<file path="src/design/pcm_pkg.sv">
`timescale 1ns / 1ps
// ----------------------------------------------------------------------------
// pcm_pkg: shared types and constants for the packet credit manager
// Holds the item, configuration, state and result types and the code
// values used by the admission logic and the top level.
// ----------------------------------------------------------------------------
package pcm_pkg;

   localparam int COUNT_W = 6;
   localparam int SIZE_W  = 16;
   localparam int POOL_W  = 2;
   localparam int CSR_IDX_W = 3;

   typedef enum logic [1:0] {
      KIND_TX_REQ = 2'd0,
      KIND_RX_REQ = 2'd1,
      KIND_TX_REL = 2'd2,
      KIND_RX_REL = 2'd3
   } kind_type;

   typedef enum logic [1:0] {
      SRC_NONE     = 2'd0,
      SRC_RESERVED = 2'd1,
      SRC_DATA     = 2'd2,
      SRC_HEAP     = 2'd3
   } source_type;

   typedef enum logic [2:0] {
      ST_OK    = 3'd0,
      ST_SIZE  = 3'd1,
      ST_LIMIT = 3'd2,
      ST_HEAP  = 3'd3,
      ST_UNDER = 3'd4
   } status_type;

   // Release origin codes; any other code is an uncounted heap release.
   localparam logic [1:0] REL_DATA     = 2'd0;
   localparam logic [1:0] REL_RESERVED = 2'd1;

   // Configuration register indexes.
   localparam logic [CSR_IDX_W-1:0] CSR_TX_LIMIT    = 3'd0;
   localparam logic [CSR_IDX_W-1:0] CSR_RX_LIMIT    = 3'd1;
   localparam logic [CSR_IDX_W-1:0] CSR_TX_MAX      = 3'd2;
   localparam logic [CSR_IDX_W-1:0] CSR_RX_MAX      = 3'd3;
   localparam logic [CSR_IDX_W-1:0] CSR_TX_RES_ROOM = 3'd4;
   localparam logic [CSR_IDX_W-1:0] CSR_RX_RES_ROOM = 3'd5;

   // Configuration reset values.
   localparam logic [COUNT_W-1:0] TX_LIMIT_RST    = 6'd32;
   localparam logic [COUNT_W-1:0] RX_LIMIT_RST    = 6'd16;
   localparam logic [SIZE_W-1:0]  TX_MAX_RST      = 16'd1600;
   localparam logic [SIZE_W-1:0]  RX_MAX_RST      = 16'd1600;
   localparam logic [SIZE_W-1:0]  TX_RES_ROOM_RST = 16'd352;
   localparam logic [SIZE_W-1:0]  RX_RES_ROOM_RST = 16'd1600;

   typedef struct packed {
      kind_type            kind;
      logic                is_command;
      logic [SIZE_W-1:0]   head_room;
      logic [SIZE_W-1:0]   tail_room;
      logic [SIZE_W-1:0]   meta_bytes;
      logic                heap_ok;
      logic [1:0]          release_source;
   } req_type;

   typedef struct packed {
      logic [COUNT_W-1:0] tx_limit;
      logic [COUNT_W-1:0] rx_limit;
      logic [SIZE_W-1:0]  tx_max_field;
      logic [SIZE_W-1:0]  rx_max_field;
      logic [SIZE_W-1:0]  tx_reserved_room;
      logic [SIZE_W-1:0]  rx_reserved_room;
   } cfg_type;

   typedef struct packed {
      logic [COUNT_W-1:0] tx_in_use;
      logic [COUNT_W-1:0] rx_in_use;
      logic               tx_paused;
      logic [POOL_W-1:0]  tx_reserved_free;
      logic [POOL_W-1:0]  rx_reserved_free;
   } state_type;

   typedef struct packed {
      logic       granted;
      source_type source;
      status_type status;
      logic       notify;
      logic       paused;
   } rsp_type;

endpackage

</file>
<file path="src/design/pcm_engine.sv">
`timescale 1ns / 1ps
// ----------------------------------------------------------------------------
// pcm_engine: admission decision for one item
// Combinational: from the registered item, the configuration and the
// current credit state it forms the result and the next credit state.
// ----------------------------------------------------------------------------
module pcm_engine #(
   parameter int TX_CMD_BLOCKS = 2,
   parameter int RX_CMD_BLOCKS = 2
) (
   input  pcm_pkg::req_type   req,
   input  pcm_pkg::cfg_type   cfg,
   input  pcm_pkg::state_type cur,
   output pcm_pkg::state_type nxt,
   output pcm_pkg::rsp_type   rsp
);
   import pcm_pkg::*;

   localparam logic [POOL_W-1:0] TX_CAP = POOL_W'(TX_CMD_BLOCKS);
   localparam logic [POOL_W-1:0] RX_CAP = POOL_W'(RX_CMD_BLOCKS);

   logic                tx_fit;
   logic                rx_fit;
   logic [SIZE_W+1:0]   tx_sum;
   logic [SIZE_W:0]     rx_sum;
   logic                tx_res_fit;
   logic                rx_res_fit;
   logic                is_tx;

   assign tx_fit = (req.head_room <= cfg.tx_max_field) &&
                   (req.tail_room <= cfg.tx_max_field) &&
                   (req.meta_bytes <= cfg.tx_max_field);
   assign rx_fit = (req.tail_room <= cfg.rx_max_field) &&
                   (req.meta_bytes <= cfg.rx_max_field);

   assign tx_sum = {2'b00, req.head_room} + {2'b00, req.tail_room} +
                   {2'b00, req.meta_bytes};
   assign rx_sum = {1'b0, req.tail_room} + {1'b0, req.meta_bytes};

   assign tx_res_fit = tx_sum <= {2'b00, cfg.tx_reserved_room};
   assign rx_res_fit = rx_sum <= {1'b0, cfg.rx_reserved_room};
   assign is_tx      = (req.kind == KIND_TX_REL);

   always_comb begin
      nxt         = cur;
      rsp.granted = 1'b0;
      rsp.source  = SRC_NONE;
      rsp.status  = ST_OK;
      rsp.notify  = 1'b0;
      rsp.paused  = 1'b0;

      unique case (req.kind)
         KIND_TX_REQ: begin
            if (!tx_fit) begin
               rsp.status = ST_SIZE;
            end else if (req.is_command && (cur.tx_reserved_free != '0) && tx_res_fit) begin
               nxt.tx_reserved_free = cur.tx_reserved_free - POOL_W'(1);
               rsp.granted          = 1'b1;
               rsp.source           = SRC_RESERVED;
            end else if (cur.tx_in_use >= cfg.tx_limit) begin
               rsp.status = ST_LIMIT;
            end else if (!req.heap_ok) begin
               rsp.status = ST_HEAP;
            end else begin
               // The count is below the limit here, so it cannot wrap.
               nxt.tx_in_use = cur.tx_in_use + COUNT_W'(1);
               rsp.granted   = 1'b1;
               rsp.source    = SRC_DATA;
               if ((nxt.tx_in_use >= cfg.tx_limit) && !cur.tx_paused) begin
                  nxt.tx_paused = 1'b1;
                  rsp.notify    = 1'b1;
               end
            end
         end
         KIND_RX_REQ: begin
            if (!rx_fit) begin
               rsp.status = ST_SIZE;
            end else if (req.is_command) begin
               if ((cur.rx_reserved_free != '0) && rx_res_fit) begin
                  nxt.rx_reserved_free = cur.rx_reserved_free - POOL_W'(1);
                  rsp.granted          = 1'b1;
                  rsp.source           = SRC_RESERVED;
               end else if (req.heap_ok) begin
                  rsp.granted = 1'b1;
                  rsp.source  = SRC_HEAP;
               end else begin
                  rsp.status = ST_HEAP;
               end
            end else if (cur.rx_in_use >= cfg.rx_limit) begin
               rsp.status = ST_LIMIT;
            end else if (!req.heap_ok) begin
               rsp.status = ST_HEAP;
            end else begin
               nxt.rx_in_use = cur.rx_in_use + COUNT_W'(1);
               rsp.granted   = 1'b1;
               rsp.source    = SRC_DATA;
            end
         end
         KIND_TX_REL, KIND_RX_REL: begin
            unique case (req.release_source)
               REL_DATA: begin
                  if (is_tx) begin
                     if (cur.tx_in_use == '0) begin
                        rsp.status = ST_UNDER;
                     end else begin
                        nxt.tx_in_use = cur.tx_in_use - COUNT_W'(1);
                     end
                     // Resume once the count is below the limit minus two.
                     if ((({1'b0, nxt.tx_in_use} + 7'd2) < {1'b0, cfg.tx_limit}) &&
                         cur.tx_paused) begin
                        nxt.tx_paused = 1'b0;
                        rsp.notify    = 1'b1;
                     end
                  end else begin
                     if (cur.rx_in_use == '0) begin
                        rsp.status = ST_UNDER;
                     end else begin
                        nxt.rx_in_use = cur.rx_in_use - COUNT_W'(1);
                     end
                  end
               end
               REL_RESERVED: begin
                  if (is_tx) begin
                     if (cur.tx_reserved_free >= TX_CAP) begin
                        rsp.status = ST_UNDER;
                     end else begin
                        nxt.tx_reserved_free = cur.tx_reserved_free + POOL_W'(1);
                     end
                  end else begin
                     if (cur.rx_reserved_free >= RX_CAP) begin
                        rsp.status = ST_UNDER;
                     end else begin
                        nxt.rx_reserved_free = cur.rx_reserved_free + POOL_W'(1);
                     end
                  end
               end
               default: begin
                  // Heap releases are not counted and change nothing.
               end
            endcase
         end
         default: begin
         end
      endcase

      rsp.paused = nxt.tx_paused;
   end

endmodule

</file>
<file path="src/design/packet_credit_manager.sv">
`timescale 1ns / 1ps
// ----------------------------------------------------------------------------
// packet_credit_manager: credit-based admission of packet buffer requests
// Grants and releases transmit and receive buffers against credit limits,
// with small reserved pools for command traffic and transmit pause control.
// ----------------------------------------------------------------------------
// An accepted item waits in the input register, and its result is registered
// when the result register is empty or being emptied. Throughput: one item
// per cycle while results are taken; the credit state is updated in the same
// cycle that the item moves from the input register to the result register.
// Reset: synchronous and active high; it empties both registers, restores
// all configuration registers to their defaults and returns every credit
// count and reserved pool to its initial value.
// ----------------------------------------------------------------------------
module packet_credit_manager #(
   parameter int TX_CMD_BLOCKS = 2,
   parameter int RX_CMD_BLOCKS = 2
) (
   input  logic                          clock,
   input  logic                          reset,

   input  logic                          req_tvalid,
   output logic                          req_tready,
   // Bits from the lowest up: head_room[15:0], tail_room[15:0],
   // meta_bytes[15:0], heap_ok, release_source[1:0], five zero bits.
   input  logic [55:0]                   req_tdata,
   // Bits from the lowest up: kind[1:0], is_command.
   input  logic [2:0]                    req_tuser,

   output logic                          rsp_tvalid,
   input  logic                          rsp_tready,
   // Bits from the lowest up: granted, source[1:0], status[2:0], notify,
   // paused.
   output logic [7:0]                    rsp_tdata,

   input  logic                          csr_we,
   input  logic [pcm_pkg::CSR_IDX_W-1:0] csr_index,
   input  logic [pcm_pkg::SIZE_W-1:0]    csr_wdata
);
   import pcm_pkg::*;

   // Input register: holds the item until the result register can take
   // its result.
   req_type   req_ff;
   logic      req_valid_ff;
   req_type   req_in;

   // Result register.
   rsp_type   rsp_ff;
   logic      rsp_valid_ff;
   rsp_type   rsp_in;

   // Credit state and configuration.
   state_type state_ff;
   state_type state_in;
   cfg_type   cfg_ff;

   logic      advance;

   // The item in the input register moves on when the result register is
   // empty or its result is taken in this same cycle. The input register
   // accepts a new item when it is empty or being emptied.
   assign advance    = req_valid_ff && (!rsp_valid_ff || rsp_tready);
   assign req_tready = !req_valid_ff || advance;

   always_comb begin
      req_in.kind           = kind_type'(req_tuser[1:0]);
      req_in.is_command     = req_tuser[2];
      req_in.head_room      = req_tdata[15:0];
      req_in.tail_room      = req_tdata[31:16];
      req_in.meta_bytes     = req_tdata[47:32];
      req_in.heap_ok        = req_tdata[48];
      req_in.release_source = req_tdata[50:49];
   end

   pcm_engine #(
      .TX_CMD_BLOCKS (TX_CMD_BLOCKS),
      .RX_CMD_BLOCKS (RX_CMD_BLOCKS)
   ) u_engine (
      .req (req_ff),
      .cfg (cfg_ff),
      .cur (state_ff),
      .nxt (state_in),
      .rsp (rsp_in)
   );

   always_ff @(posedge clock) begin
      if (reset) begin
         req_valid_ff <= 1'b0;
      end else if (req_tready) begin
         req_valid_ff <= req_tvalid;
      end
   end

   always_ff @(posedge clock) begin
      if (req_tready && req_tvalid) begin
         req_ff <= req_in;
      end
   end

   always_ff @(posedge clock) begin
      if (reset) begin
         rsp_valid_ff <= 1'b0;
      end else if (advance) begin
         rsp_valid_ff <= 1'b1;
      end else if (rsp_tready) begin
         rsp_valid_ff <= 1'b0;
      end
   end

   always_ff @(posedge clock) begin
      if (advance) begin
         rsp_ff <= rsp_in;
      end
   end

   // Credit state changes only when an item is decided.
   always_ff @(posedge clock) begin
      if (reset) begin
         state_ff.tx_in_use        <= '0;
         state_ff.rx_in_use        <= '0;
         state_ff.tx_paused        <= 1'b0;
         state_ff.tx_reserved_free <= POOL_W'(TX_CMD_BLOCKS);
         state_ff.rx_reserved_free <= POOL_W'(RX_CMD_BLOCKS);
      end else if (advance) begin
         state_ff <= state_in;
      end
   end

   // Configuration writes; indexes beyond the register list are ignored.
   always_ff @(posedge clock) begin
      if (reset) begin
         cfg_ff.tx_limit         <= TX_LIMIT_RST;
         cfg_ff.rx_limit         <= RX_LIMIT_RST;
         cfg_ff.tx_max_field     <= TX_MAX_RST;
         cfg_ff.rx_max_field     <= RX_MAX_RST;
         cfg_ff.tx_reserved_room <= TX_RES_ROOM_RST;
         cfg_ff.rx_reserved_room <= RX_RES_ROOM_RST;
      end else if (csr_we) begin
         unique case (csr_index)
            CSR_TX_LIMIT:    cfg_ff.tx_limit         <= csr_wdata[COUNT_W-1:0];
            CSR_RX_LIMIT:    cfg_ff.rx_limit         <= csr_wdata[COUNT_W-1:0];
            CSR_TX_MAX:      cfg_ff.tx_max_field     <= csr_wdata;
            CSR_RX_MAX:      cfg_ff.rx_max_field     <= csr_wdata;
            CSR_TX_RES_ROOM: cfg_ff.tx_reserved_room <= csr_wdata;
            CSR_RX_RES_ROOM: cfg_ff.rx_reserved_room <= csr_wdata;
            default: begin
            end
         endcase
      end
   end

   assign rsp_tvalid = rsp_valid_ff;
   assign rsp_tdata  = {rsp_ff.paused, rsp_ff.notify, rsp_ff.status,
                        rsp_ff.source, rsp_ff.granted};

endmodule
</file>
<file path="config.mk">
export PLATFORM = sky130hd
export DESIGN_NAME = packet_credit_manager
export DESIGN_NICKNAME = d
export VERILOG_FILES = /design/src/design/pcm_pkg.sv /design/src/design/pcm_engine.sv /design/src/design/packet_credit_manager.sv
export SDC_FILE = /design/constraint.sdc
export NUM_CORES = 1
export LEC_CHECK = 0
export ABC_AREA = 1
export CAP_MARGIN = 10
export CORE_MARGIN = 1
export CORE_UTILIZATION = 52
export CTS_BUF_LIST = sky130_fd_sc_hd__clkbuf_2 sky130_fd_sc_hd__clkbuf_4 sky130_fd_sc_hd__clkbuf_8
export DETAILED_ROUTE_END_ITERATION = 8
export DONT_BUFFER_PORTS = 1
export PLACE_DENSITY = 0.71
export SYNTH_ARGS = -nofsm -noshare
export SYNTH_HDL_FRONTEND = slang
export SYNTH_SLANG_ARGS = --single-unit
export TNS_END_PERCENT = 1
</file>
<file path="constraint.sdc">
create_clock -name clock -period 7.7 [get_ports clock]
set_clock_uncertainty 0.1 [all_clocks]
set_input_delay 0.385 -clock clock [delete_from_list [all_inputs] [get_ports clock]]
set_output_delay 0.385 -clock clock [all_outputs]
set_load 0.005 [all_outputs]
</file>
==> out/qor.csv, run 1 <==
metric,value,unit
whs_endpoint,req_valid_ff,
antenna_found_initial,0,
switching_share,34.47,%
yosysTopAreaCell,ha_1,
start_kind,flip-flop,
synth_fa_ha_area_share,21.66,%
arrival,5.48,ns
ff2ff_setup_slack,2.52,ns
internal_power,1.535,mW
die_w,150.6,um
fmaxAchievable,0.1932,GHz
synthSimpleGateAreaFrac,16.17,%
p_seq_share,39.9,%
syn_inst,1441,
syn_nets,1721,
p_switching,0.8074,mW
wl_per_cell,15.90,um
ctsResizeCount,0,
layout_common_cells,"nand2_1 (233), inv_1 (214), ha_1 (194)",
synth_cell_types,45,
stdcell_count,1792,
hpwl,22060,um
num_io_pins,93,
antenna_cells,0,
synth-compound-area-share,17.04,%
final_common_cell,nand2_1,
h-tree-depth,4,
outcome,finished clean,
tightest_slew,1.094,ns
fp-row-count,54,
cts_setup_buffers,0,
maxSlewViolCount,0,
clock_latency,0.46,ns
ir_worst_vdd,0.0001179,V
cts_root_buffer,clkbuf_8,
place_area,11740,um2
gp_congestion,0.9382,
synthXorXnorAreaFrac,4.347,%
hp-class,input pin to flip-flop,
io_buffers,0,
design_area,12780,um2
synth_edf_count,62,
cpPeakStageDelay,0.49,ns
finalPower,2.342,mW
crit_start,req_ff[25],
min_from,req_tvalid,
slew_headroom,27.06,%
synth_top_family_by_area,adder cells,
grt_max_degree,88,
die_h,150.6,um
synth-main-ff-cell,dfxtp_1,
worst_slack,2.525,ns
grt_setup_unrepaired,no,
drcViolationCount,0,
cts_tree,built,
post-route-min-period,5.175,ns
endpoint_kind,flip-flop,
first_iter_violations,595,
ant_nets,0,
leakagePower,5.824,nW
async_flop_share,0,%
viasPerCell,5.456,
hold_viol_final,0,
vias,9778,
slowest_stage,edfxtp_1,
synth_area_leaders,"ha_1 (21%), dfxtp_1 (17%), edfxtp_1 (16%)",
pwr-share-clk,28.3,%
ys_seq_area_share,32.77,%
clock_path_buffers,2,
crit_required,8.00,ns
drt-total-wl,28490,um
drtPass1Iterations,5,
grt_pass1_vias,9377,
p_comb_share,31.8,%
dp_cells,1698,
synth_area,11480,um2
rr_startpoint,req_ff[25],
grt_pass1_wl,45840,um
critPathKind,flip-flop to flip-flop,
ys.warnings.count,0,
r2r_cells,30,
drive_above_1_share,3.902,%
fin_tns_setup,0,ns
ys_ff_latch,157,
holdPathStages,2,
setup_viol,0,
core,21760,um2
timing.final.crit_share,67.21,%
drv_cap,0,
powerDensity,183.3,nW/um2
start_util,52.79,%
synth_top_area_share,21.14,%
pre_cts_slack,2.648,ns
synthMuxAreaShare,0,%
nFillCells,1981,
ctsHoldBuffers,62,
clkSinkCount,157,
timing.rr.end,state_ff[12],
synthToLayoutAreaGrowth,11.26,%
numCtsBuffers,17,
layout.nets,1779,
grt_overflow_total,0,
crit_path_frequent_cell,nand2_1,
die_area,22680,um2
syn_area_per_cell,7.970,um2
track_usage,26.13,%
crit_fanout,12,
clkTransAtPathRegs,0.09,ns
Yosys cell counts, types with 8 or more instances:
library cell,instances
nand4_1,25
edfxtp_1,62
a21oi_1,174
ha_1,194
dfxtp_1,95
o21ai_0,113
nand3_1,48
o211ai_1,16
inv_1,216
nor2_1,93
nor3_1,15
clkbuf_1,19
nand2_1,233
nand2_2,8
xnor2_1,19
xor2_1,38
power groups by stage:
stage	registers, mW	logic (mW)	clock network (mW)
after floorplan	0.940	0.557	0
after global placement	0.953	0.686	0
after detailed placement	0.954	0.709	0
after CTS	0.934	0.741	0.672
after global routing	0.939	0.856	0.708
final	0.935	0.744	0.663
layout make-up:
cell class / instances / area [um2] / area share (%)
Clock buffer: 19 / 255.2 / 1.997
Clock inverter: 13 / 162.7 / 1.273
Inverter: 218 / 818.3 / 6.404
Multi-Input combinational cell: 1042 / 6800 / 53.22
Sequential cell: 157 / 3764 / 29.45
Tap cell: 280 / 350.3 / 2.742
Timing Repair Buffer: 63 / 628.1 / 4.915
per-stage QoR:
| step | utilization (%) | hold slack (ns) |
|---|---|---|
| detailed placement | 53.96 | 0.3540 |
| floorplan | - | 0.3331 |
| finish | 58.74 | 0.02316 |
| global placement | 53.96 | 0.3471 |
| global route | 58.74 | 0.008013 |
| CTS | 58.74 | 0.004181 |
critical path: cells and delay by family (launching register included):
kind,cells,cell delay [ns]
and+or+nand+nor,19,2.11
AOI/OAI and AO/OA,6,1.11
adders and majority gates,3,1.10
DFF,1,0.49
xor gates and xnor gates,1,0.12
buffers and inverters,1,0.07
registers in the layout, indices dropped and copies added (netlist names):
register      cells
rsp_tdata         8
state_ff         17
req_ff           54
req_valid_ff      1
cfg_ff           76
rsp_tvalid        1
metal layers:
metal | GRT usage [%] | up-vias | routed length (um)
met5 | 0 | - | 0
met1 | 32.71 | 4511 | 13100
met4 | 8.500 | 0 | 744
li1 | - | 5016 | -
met3 | 4.182 | 45 | 1137
met2 | 45.60 | 206 | 13510
logic make-up after synthesis:
kind of cell	after synthesis
compound gates	355
xor+xnor	57
fa+ha+maj	197
buf+inv	242
flops	157
simple gates	433
worst max-delay path by stage:
| stage | cells past startpoint | end | slack, ns |
|---|---|---|---|
| floorplan | 31 | state_ff[12] | 3.37 |
| global placement | 30 | state_ff[15] | 2.69 |
| detailed placement | 30 | state_ff[11] | 2.65 |
| CTS | 31 | state_ff[12] | 2.60 |
| global route | 30 | state_ff[13] | 2.06 |
| finish | 30 | state_ff[12] | 2.52 |
No activity file was read; power rests on OpenSTA's default activity.
==> run 2: changes to the inputs <==
Settings changed: ABC_AREA 1 to 0.
Clock period 7.7 ns to 4.8 ns, I/O delays scaled along.
==> run 2 against run 1 <==
The run now ends with setup timing left. Hold slack improved by 0.0094 ns. Via count rose by 7.1%. Wire length is 18% higher. Core utilization grew 5.4 points. Largest cell class unchanged. Highest routed layer unchanged.
==> out/qor.csv, run 2 <==
metric,value,unit,change
core,21760,um2,unchanged
powerDensity,273.5,nW/um2,was 183.3 nW/um2
num_io_pins,93,,unchanged
post-route-min-period,4.957,ns,was 5.175 ns
nFillCells,1866,,"was 1,981"
fmaxAchievable,0.2018,GHz,was 0.1932 GHz
layout_common_cells,"nand2_1 (201), ha_1 (192), a21oi_1 (133)",,"was nand2_1 (233), inv_1 (214), ha_1 (194)"
crit_fanout,4,,was 12
drtPass1Iterations,6,,was 5
switching_share,34.76,%,was 34.47%
violations,setup timing,,
track_usage,30.32,%,was 26.13%
regArea,3764,um2,unchanged
rr_startpoint,req_ff[36],,was req_ff[25]
grt_setup_unrepaired,yes,,was no
largest_reg_flops,76,,unchanged
drcViolationCount,0,,unchanged
async_flop_share,0,%,unchanged
place_area,12470,um2,"was 11,740 um2"
grt_use_met2,51.17,%,was 45.60%
synth_cell_types,70,,was 45
stdcell_count,1793,,"was 1,792"
cts_root_buffer,clkbuf_8,,unchanged
hpwl,25480,um,"was 22,060 um"
ff2ff_setup_slack,-0.16,ns,was 2.52 ns
synth-main-ff-cell,dfxtp_1,,unchanged
layout.nets,1779,,unchanged
io_buffers,0,,unchanged
wl_per_cell,18.75,um,was 15.90 um
crit_end,state_ff[2],,was state_ff[12]
start_util,53.00,%,was 52.79%
ys_ff_latch,157,,unchanged
ys.warnings.count,0,,unchanged
grt_util_met3,5.422,%,was 4.182%
timing.rr.end,state_ff[2],,was state_ff[12]
drv_cap,0,,unchanged
worst_slack,-0.1566,ns,was 2.525 ns
syn_inst,1325,,"was 1,441"
grt_max_degree,82,,was 88
p_switching,1.327,mW,was 0.8074 mW
grt_overflow_total,0,,unchanged
syn_area_per_cell,8.703,um2,was 7.970 um2
design_area,13960,um2,"was 12,780 um2"
arrival,5.22,ns,was 5.48 ns
grt_pass1_vias,10210,,"was 9,377"
gp_congestion,0.9340,,was 0.9382
start_kind,flip-flop,,unchanged
timing.final.crit_share,103.3,%,was 67.21%
ys_seq_area_share,32.64,%,was 32.77%
fp-row-count,54,,unchanged
syn_nets,1605,,"was 1,721"
antenna_found_initial,0,,unchanged
die_area,22780,um2,"was 22,680 um2"
tightest_slew,1.118,ns,was 1.094 ns
first_iter_violations,701,,was 595
hold_viol_final,0,,unchanged
hp-class,input pin to flip-flop,,unchanged
finalPower,3.817,mW,was 2.342 mW
clkTransAtPathRegs,0.10,ns,was 0.09 ns
synth_area,11530,um2,"was 11,480 um2"
yosys-top-cells-count,"nand2_1 (204), ha_1 (194), a21oi_1 (140)",,"was nand2_1 (233), inv_1 (216), ha_1 (194)"
maxSlewViolCount,0,,unchanged
pre_cts_slack,-0.4769,ns,was 2.648 ns
cts_tree,built,,unchanged
die_h,150.9,um,was 150.6 um
grt_pass1_wl,52450,um,"was 45,840 um"
top_usage_layer,met2,,unchanged
vias,10480,,"was 9,778"
clock_path_buffers,2,,unchanged
crit_start,req_ff[36],,was req_ff[25]
dp_cells,1663,,"was 1,698"
ir_worst_vdd,0.0001924,V,was 0.0001179 V
drive_above_1_share,12.76,%,was 3.902%
regMostFlops,cfg_ff,,unchanged
endpoint_kind,flip-flop,,unchanged
critPathKind,flip-flop to flip-flop,,unchanged
synth_edf_count,62,,unchanged
r2r_cells,24,,was 30
synth_top_area_share,21.05,%,was 21.14%
top_regs,"cfg_ff: 76 flops, req_ff: 54 flops, state_ff: 17 flops",,unchanged
grt_use_met1,37.54,%,was 32.71%
p_seq_share,38.9,%,was 39.9%
internal_power,2.490,mW,was 1.535 mW
slew_headroom,25.36,%,was 27.06%
leakagePower,5.848,nW,was 5.824 nW
ant_nets,0,,unchanged
yosysTopAreaCell,ha_1,,unchanged
synth_area_leaders,"ha_1 (21%), dfxtp_1 (16%), edfxtp_1 (16%)",,"was ha_1 (21%), dfxtp_1 (17%), edfxtp_1 (16%)"
drt-total-wl,33620,um,"was 28,490 um"
viasPerCell,5.843,,was 5.456
crit_required,5.07,ns,was 8.00 ns
clock_latency,0.48,ns,was 0.46 ns
final_common_cell,nand2_1,,unchanged
setup_viol,12,,was 0
die_w,150.9,um,was 150.6 um
h-tree-depth,4,,unchanged
p_comb_share,36.0,%,was 31.8%
outcome,finished with violations,,was finished clean
synth_most_common_cell,nand2_1,,unchanged
synthToLayoutAreaGrowth,21.05,%,was 11.26%
numCtsBuffers,17,,unchanged
pwr-share-clk,25.1,%,was 28.3%
multiInputGateArea,7430,um2,was 6800 um2
clkSinkCount,157,,unchanged
==> run 2: cell types whose count changed after synthesis, moves of 14 or more <==
cell / previous run / this run
nand2_1: 233 / 204
nand3_1: 48 / 30
nor2_1: 93 / 67
inv_1: 216 / 108
xnor2_1: 19 / 35
xor2_1: 38 / 14
and3_1: 0 / 14
a21o_1: 3 / 36
o21ai_0: 113 / 45
a21oi_1: 174 / 140
==> run 2: worst min-delay path by stage <==
| stage | start | endpoint | slack, ns | depth (start not counted) |
|---|---|---|---|---|
| after floorplan | req_tdata[49] | req_ff[0] | 0.24 | 0 |
| after global placement | reset | cfg_ff[8] | 0.22 | 1 |
| after detailed placement | reset | cfg_ff[8] | 0.23 | 1 |
| after CTS | csr_index[2] | cfg_ff[74] | 0.005 | 3 |
| after global routing | csr_index[2] | cfg_ff[74] | 0.03 | 3 |
| final | csr_index[2] | cfg_ff[74] | 0.03 | 3 |
==> run 2: final cells by class <==
cell class,count,share of cell area (%)
Multi-Input combinational cell,1027,53.23
Sequential cell,157,26.96
Timing Repair Buffer,187,11.73
Inverter,109,2.931
Tap cell,280,2.510
Clock buffer,19,1.873
Clock inverter,13,0.7440
Antenna cell,1,0.01793
==> run 2: metrics by stage <==
| stage | TNS (ns) | hold slack, ns | util (%) |
|---|---|---|---|
| 3_5_place_dp | -6.506 | 0.2258 | 57.34 |
| 6_report | -1.281 | 0.03258 | 64.16 |
| 4_1_cts | -0.9918 | 0.005450 | 63.61 |
| 3_3_place_gp | -4.381 | 0.2223 | 57.34 |
| 5_1_grt | -5.959 | 0.03149 | 64.15 |
| 2_1_floorplan | 0 | 0.2389 | - |
==> run 2: power by group through the flow <==
stage                     registers [mW]  clock network (mW)  logic [mW]
final                               1.48               0.959        1.37
after detailed placement            1.51                   0        1.16
after floorplan                     1.50                   0       0.789
after global routing                1.49                1.02        1.52
after global placement              1.51                   0        1.14
after CTS                           1.48               0.969        1.32
==> run 2: repair_timing <==
action	CTS	global route
hold buffers	80	0
buffers inserted	14	3
pin swaps	22	34
gates resized for setup	21	20
endpoints found under the hold margin	144	0
setup endpoints to repair	17	18
==> run 2: cell families (layout without fill, tap and decap cells) <==
group,Yosys count,after routing,share of synthesized area (%)
other,0,1,0
buffers and inverters,141,328,4.601
XOR/XNOR,49,49,3.722
flip-flops,157,157,32.64
multiplexers,15,15,1.367
adder cells (fa/ha/maj),197,197,21.57
AO/OA/AOI/OAI,350,350,19.56
AND/OR/NAND/NOR,416,416,16.54
==> run 2: critical path, cell delays in order, from the launching register on <==
cell,delay (ns)
edfxtp_1,0.43
ha_1,0.32
a21o_1,0.17
a21o_1,0.17
a21oi_2,0.21
o21ai_4,0.12
buf_4,0.15
xor2_1,0.15
ha_1,0.34
buf_4,0.15
o21ai_0,0.06
a21oi_1,0.10
o21a_1,0.15
a21o_1,0.18
a21o_1,0.18
xor2_1,0.15
ha_1,0.19
a211o_1,0.27
o211ai_1,0.09
a21oi_1,0.12
o31ai_2,0.25
and2_4,0.21
o211ai_1,0.09
a21oi_2,0.19
mux2_4,0.31
==> run 2: routing by layer <==
metal / up-vias / routed length [um]
li1: 5130 / -
met1: 4872 / 14320
met2: 372 / 15730
met3: 103 / 2076
met4: 0 / 1499
met5: - / 0
==> run 3: changes to the inputs <==
Settings changed: SYNTH_HIERARCHICAL from default to 1.
==> run 3 against run 2 <==
The flow still finishes with violations (setup timing). Die area fell by 0.20%. Synthesized area shrank 0.20%. Setup slack got worse by 0.11 ns. Non-clock buffer count is 1 higher. Cell area is 0.95% lower. Sequential power about the same. Core utilization decreased by 0.61 points. Register-to-register slack got worse by 0.11 ns. Maximum frequency fell by 2.3%. Highest routed layer unchanged.
==> out/qor.csv, run 3 <==
metric,value,unit,change
synthToLayoutAreaGrowth,20.14,%,was 21.05%
drtPass1Iterations,5,,was 6
start_util,52.90,%,was 53.00%
clkSinkCount,157,,unchanged
regMostFlops,cfg_ff,,unchanged
hold_viol_final,0,,unchanged
layout.nets,1715,,"was 1,779"
cts_tree,built,,unchanged
drcViolationCount,0,,unchanged
yosysTopAreaCell,ha_1,,unchanged
grt_overflow_total,0,,unchanged
stdcell_count,1732,,"was 1,793"
wl_per_cell,18.48,um,was 18.75 um
nFillCells,1850,,"was 1,866"
endpoint_kind,flip-flop,,unchanged
maxSlewViolCount,0,,unchanged
h-tree-depth,4,,unchanged
ys.warnings.count,6,,was 0
cpPeakStageDelay,0.41,ns,was 0.43 ns
post-route-util,63.55,%,was 64.16%
grt_pass1_vias,9594,,"was 10,210"
synth-main-ff-cell,dfxtp_1,,unchanged
numCtsBuffers,17,,unchanged
synth_top_area_share,19.13,%,was 21.05%
outcome,finished with violations,,unchanged
synth_most_common_cell,ha_1,,was nand2_1
die_area,22730,um2,"was 22,780 um2"
top_regs,"cfg_ff: 76 flops, req_ff: 54 flops, state_ff: 17 flops",,unchanged
synth_area_leaders,"ha_1 (19%), dfxtp_1 (17%), edfxtp_1 (16%)",,"was ha_1 (21%), dfxtp_1 (16%), edfxtp_1 (16%)"
post-route-min-period,5.071,ns,was 4.957 ns
clkTransAtPathRegs,0.10,ns,about the same
syn_area_per_cell,9.033,um2,was 8.703 um2
io_buffers,0,,unchanged
ant_nets,0,,unchanged
drv_cap,0,,unchanged
ir_worst_vdd,0.0001310,V,was 0.0001924 V
ff2ff_setup_slack,-0.27,ns,was -0.16 ns
ys_ff_latch,157,,unchanged
hpwl,22900,um,"was 25,480 um"
vias,9992,,"was 10,480"
ys_seq_area_share,32.70,%,was 32.64%
synth_cell_types,76,,was 70
fp-row-count,54,,unchanged
hp-class,input pin to flip-flop,,unchanged
syn_inst,1274,,"was 1,325"
drt-total-wl,32010,um,"was 33,620 um"
clock_path_buffers,2,,unchanged
num_io_pins,93,,unchanged
layout_common_cells,"ha_1 (176), nand2_1 (148), a21oi_1 (140)",,"was nand2_1 (201), ha_1 (192), a21oi_1 (133)"
largest_reg_flops,76,,unchanged
die_w,150.8,um,was 150.9 um
grt_setup_unrepaired,yes,,unchanged
first_iter_violations,689,,was 701
die_h,150.8,um,was 150.9 um
setup_viol,16,,was 12
crit_fanout,10,,was 4
worst_slack,-0.2712,ns,was -0.1566 ns
timing.final.crit_share,105.7,%,was 103.3%
tightest_slew,0.9816,ns,was 1.118 ns
start_kind,flip-flop,,unchanged
core,21760,um2,unchanged
syn_nets,1551,,"was 1,605"
critPathKind,flip-flop to flip-flop,,unchanged
highest_layer,met4,,unchanged
track_usage,28.72,%,was 30.32%
clock_latency,0.49,ns,was 0.48 ns
synth_area,11510,um2,"was 11,530 um2"
grt_max_degree,73,,was 82
violations,setup timing,,unchanged
fmaxAchievable,0.1972,GHz,was 0.2018 GHz
place_area,12130,um2,"was 12,470 um2"
dp_cells,1574,,"was 1,663"
route.met3.wl,1813,um,was 2076 um
antenna_found_initial,0,,unchanged
powerDensity,258.8,nW/um2,was 273.5 nW/um2
gp_congestion,0.8964,,was 0.9340
fin_tns_setup,-2.360,ns,was -1.281 ns
wl_met2,14820,um,"was 15,730 um"
crit_required,5.05,ns,was 5.07 ns
drive_above_1_share,9.580,%,was 12.76%
final_common_cell,ha_1,,was nand2_1
async_flop_share,0,%,unchanged
leakagePower,5.795,nW,was 5.848 nW
crit_chain,buf_4 -> fa_2 -> ha_1 -> buf_4 -> a211oi_4 -> o21ai_1 -> a31o_4 -> a31oi_4 -> o21bai_1 -> a21oi_1 -> xnor2_1 -> ha_1 -> nand3_2 -> nor4_4 -> nor2_1 -> a31oi_1 -> a2111oi_2 -> o221a_2 -> a211oi_4 -> buf_12 -> a211oi_1 -> a311o_2 -> nand2b_1 -> mux2i_1,,was ha_1 -> a21o_1 -> a21o_1 -> a21oi_2 -> o21ai_4 -> buf_4 -> xor2_1 -> ha_1 -> buf_4 -> o21ai_0 -> a21oi_1 -> o21a_1 -> a21o_1 -> a21o_1 -> xor2_1 -> ha_1 -> a211o_1 -> o211ai_1 -> a21oi_1 -> o31ai_2 -> and2_4 -> o211ai_1 -> a21oi_2 -> mux2_4
slowest_stage,edfxtp_1,,unchanged
design_area,13830,um2,"was 13,960 um2"
wl_met1,14170,um,"was 14,320 um"
viasPerCell,5.769,,was 5.843
synth_edf_count,62,,unchanged
yosys-top-cells-count,"ha_1 (176), nand2_1 (148), a21oi_1 (143)",,"was nand2_1 (204), ha_1 (194), a21oi_1 (140)"
arrival,5.32,ns,was 5.22 ns
slew_headroom,34.56,%,was 25.36%
cts_root_buffer,clkbuf_8,,unchanged
grt_pass1_wl,49690,um,"was 52,450 um"
==> run 3: cell count changes in the layout (fill, tap and decap cells not counted), moves of 16 or more <==
cell           before  now
nand2_1           201  148
dlygate4sd3_1      79  117
buf_4             105   69
nand2b_1           10   43
nor3_1             14   34
o211ai_1           26    8
mux2i_1            12   29
ha_1              192  176
nand3_1            28   12
==> run 3: worst max-delay path: cells and delay by family (launching register included) <==
kind,cells,cell delay (ns)
compound gates,12,2.32
xor+xnor,1,0.09
fa+ha+maj,3,0.91
buf+inv,3,0.47
flops,1,0.41
mux,1,0.06
simple gates,4,0.56
==> run 3: repair_timing <==
item | CTS | global route
setup endpoints to repair | 14 | 18
cloned | 0 | 0
endpoints found under the hold margin | 149 | 0
pin swaps | 4 | 8
resized for setup | 8 | 7
buffers inserted | 4 | 3
hold buffers | 118 | 0
==> run 3: logic make-up after synthesis <==
family | Yosys count | share of synthesized area, %
flops | 157 | 32.70
buf+inv | 153 | 5.458
xor+xnor | 36 | 2.740
simple gates | 396 | 17.20
mux | 32 | 2.848
compound gates | 306 | 16.79
fa+ha+maj | 194 | 22.27
==> run 3: area by class of cell <==
cell class / instances / area, um2 / share of cell area (%)
Timing Repair Buffer: 188 / 1737 / 12.56
Tap cell: 280 / 350.3 / 2.534
Sequential cell: 157 / 3764 / 27.22
Clock inverter: 14 / 117.6 / 0.8507
Inverter: 110 / 412.9 / 2.986
Clock buffer: 18 / 247.7 / 1.792
Multi-Input combinational cell: 964 / 7194 / 52.04
Antenna cell: 1 / 2.502 / 0.01810
==> run 3: worst paths after layout <==
kind | from | to | depth (start not counted)
worst max-delay path | req_ff[3] | state_ff[13] | 24
worst min-delay path | reset | cfg_ff[13] | 2
worst max register to register | req_ff[3] | state_ff[13] | 24
worst min register to register | cfg_ff[56] | cfg_ff[56] | 2
==> run 3: report_power, final <==
part / total (mW) / internal, mW / switching, mW
registers: 1.48 / 1.44 / 0.0464
clock network: 0.987 / 0.391 / 0.596
logic: 1.11 / 0.523 / 0.586
==> run 3: metrics by stage <==
stage | hold WS (ns) | power (mW) | worst slack, ns
after CTS | 0.01788 | 3.539 | -0.1854
after detailed placement | 0.2200 | 2.464 | -0.3973
final | 0.05180 | 3.579 | -0.2712
after global placement | 0.2166 | 2.442 | -0.2921
after global routing | 0.03710 | 3.766 | -0.4441
after floorplan | 0.2389 | 2.193 | 0.005852
==> run 3: routing by layer <==
metal	up-vias	track usage, %
met5	-	0
met4	0	13.40
met3	68	4.667
met2	314	47.34
met1	4742	36.57
li1	4868	-
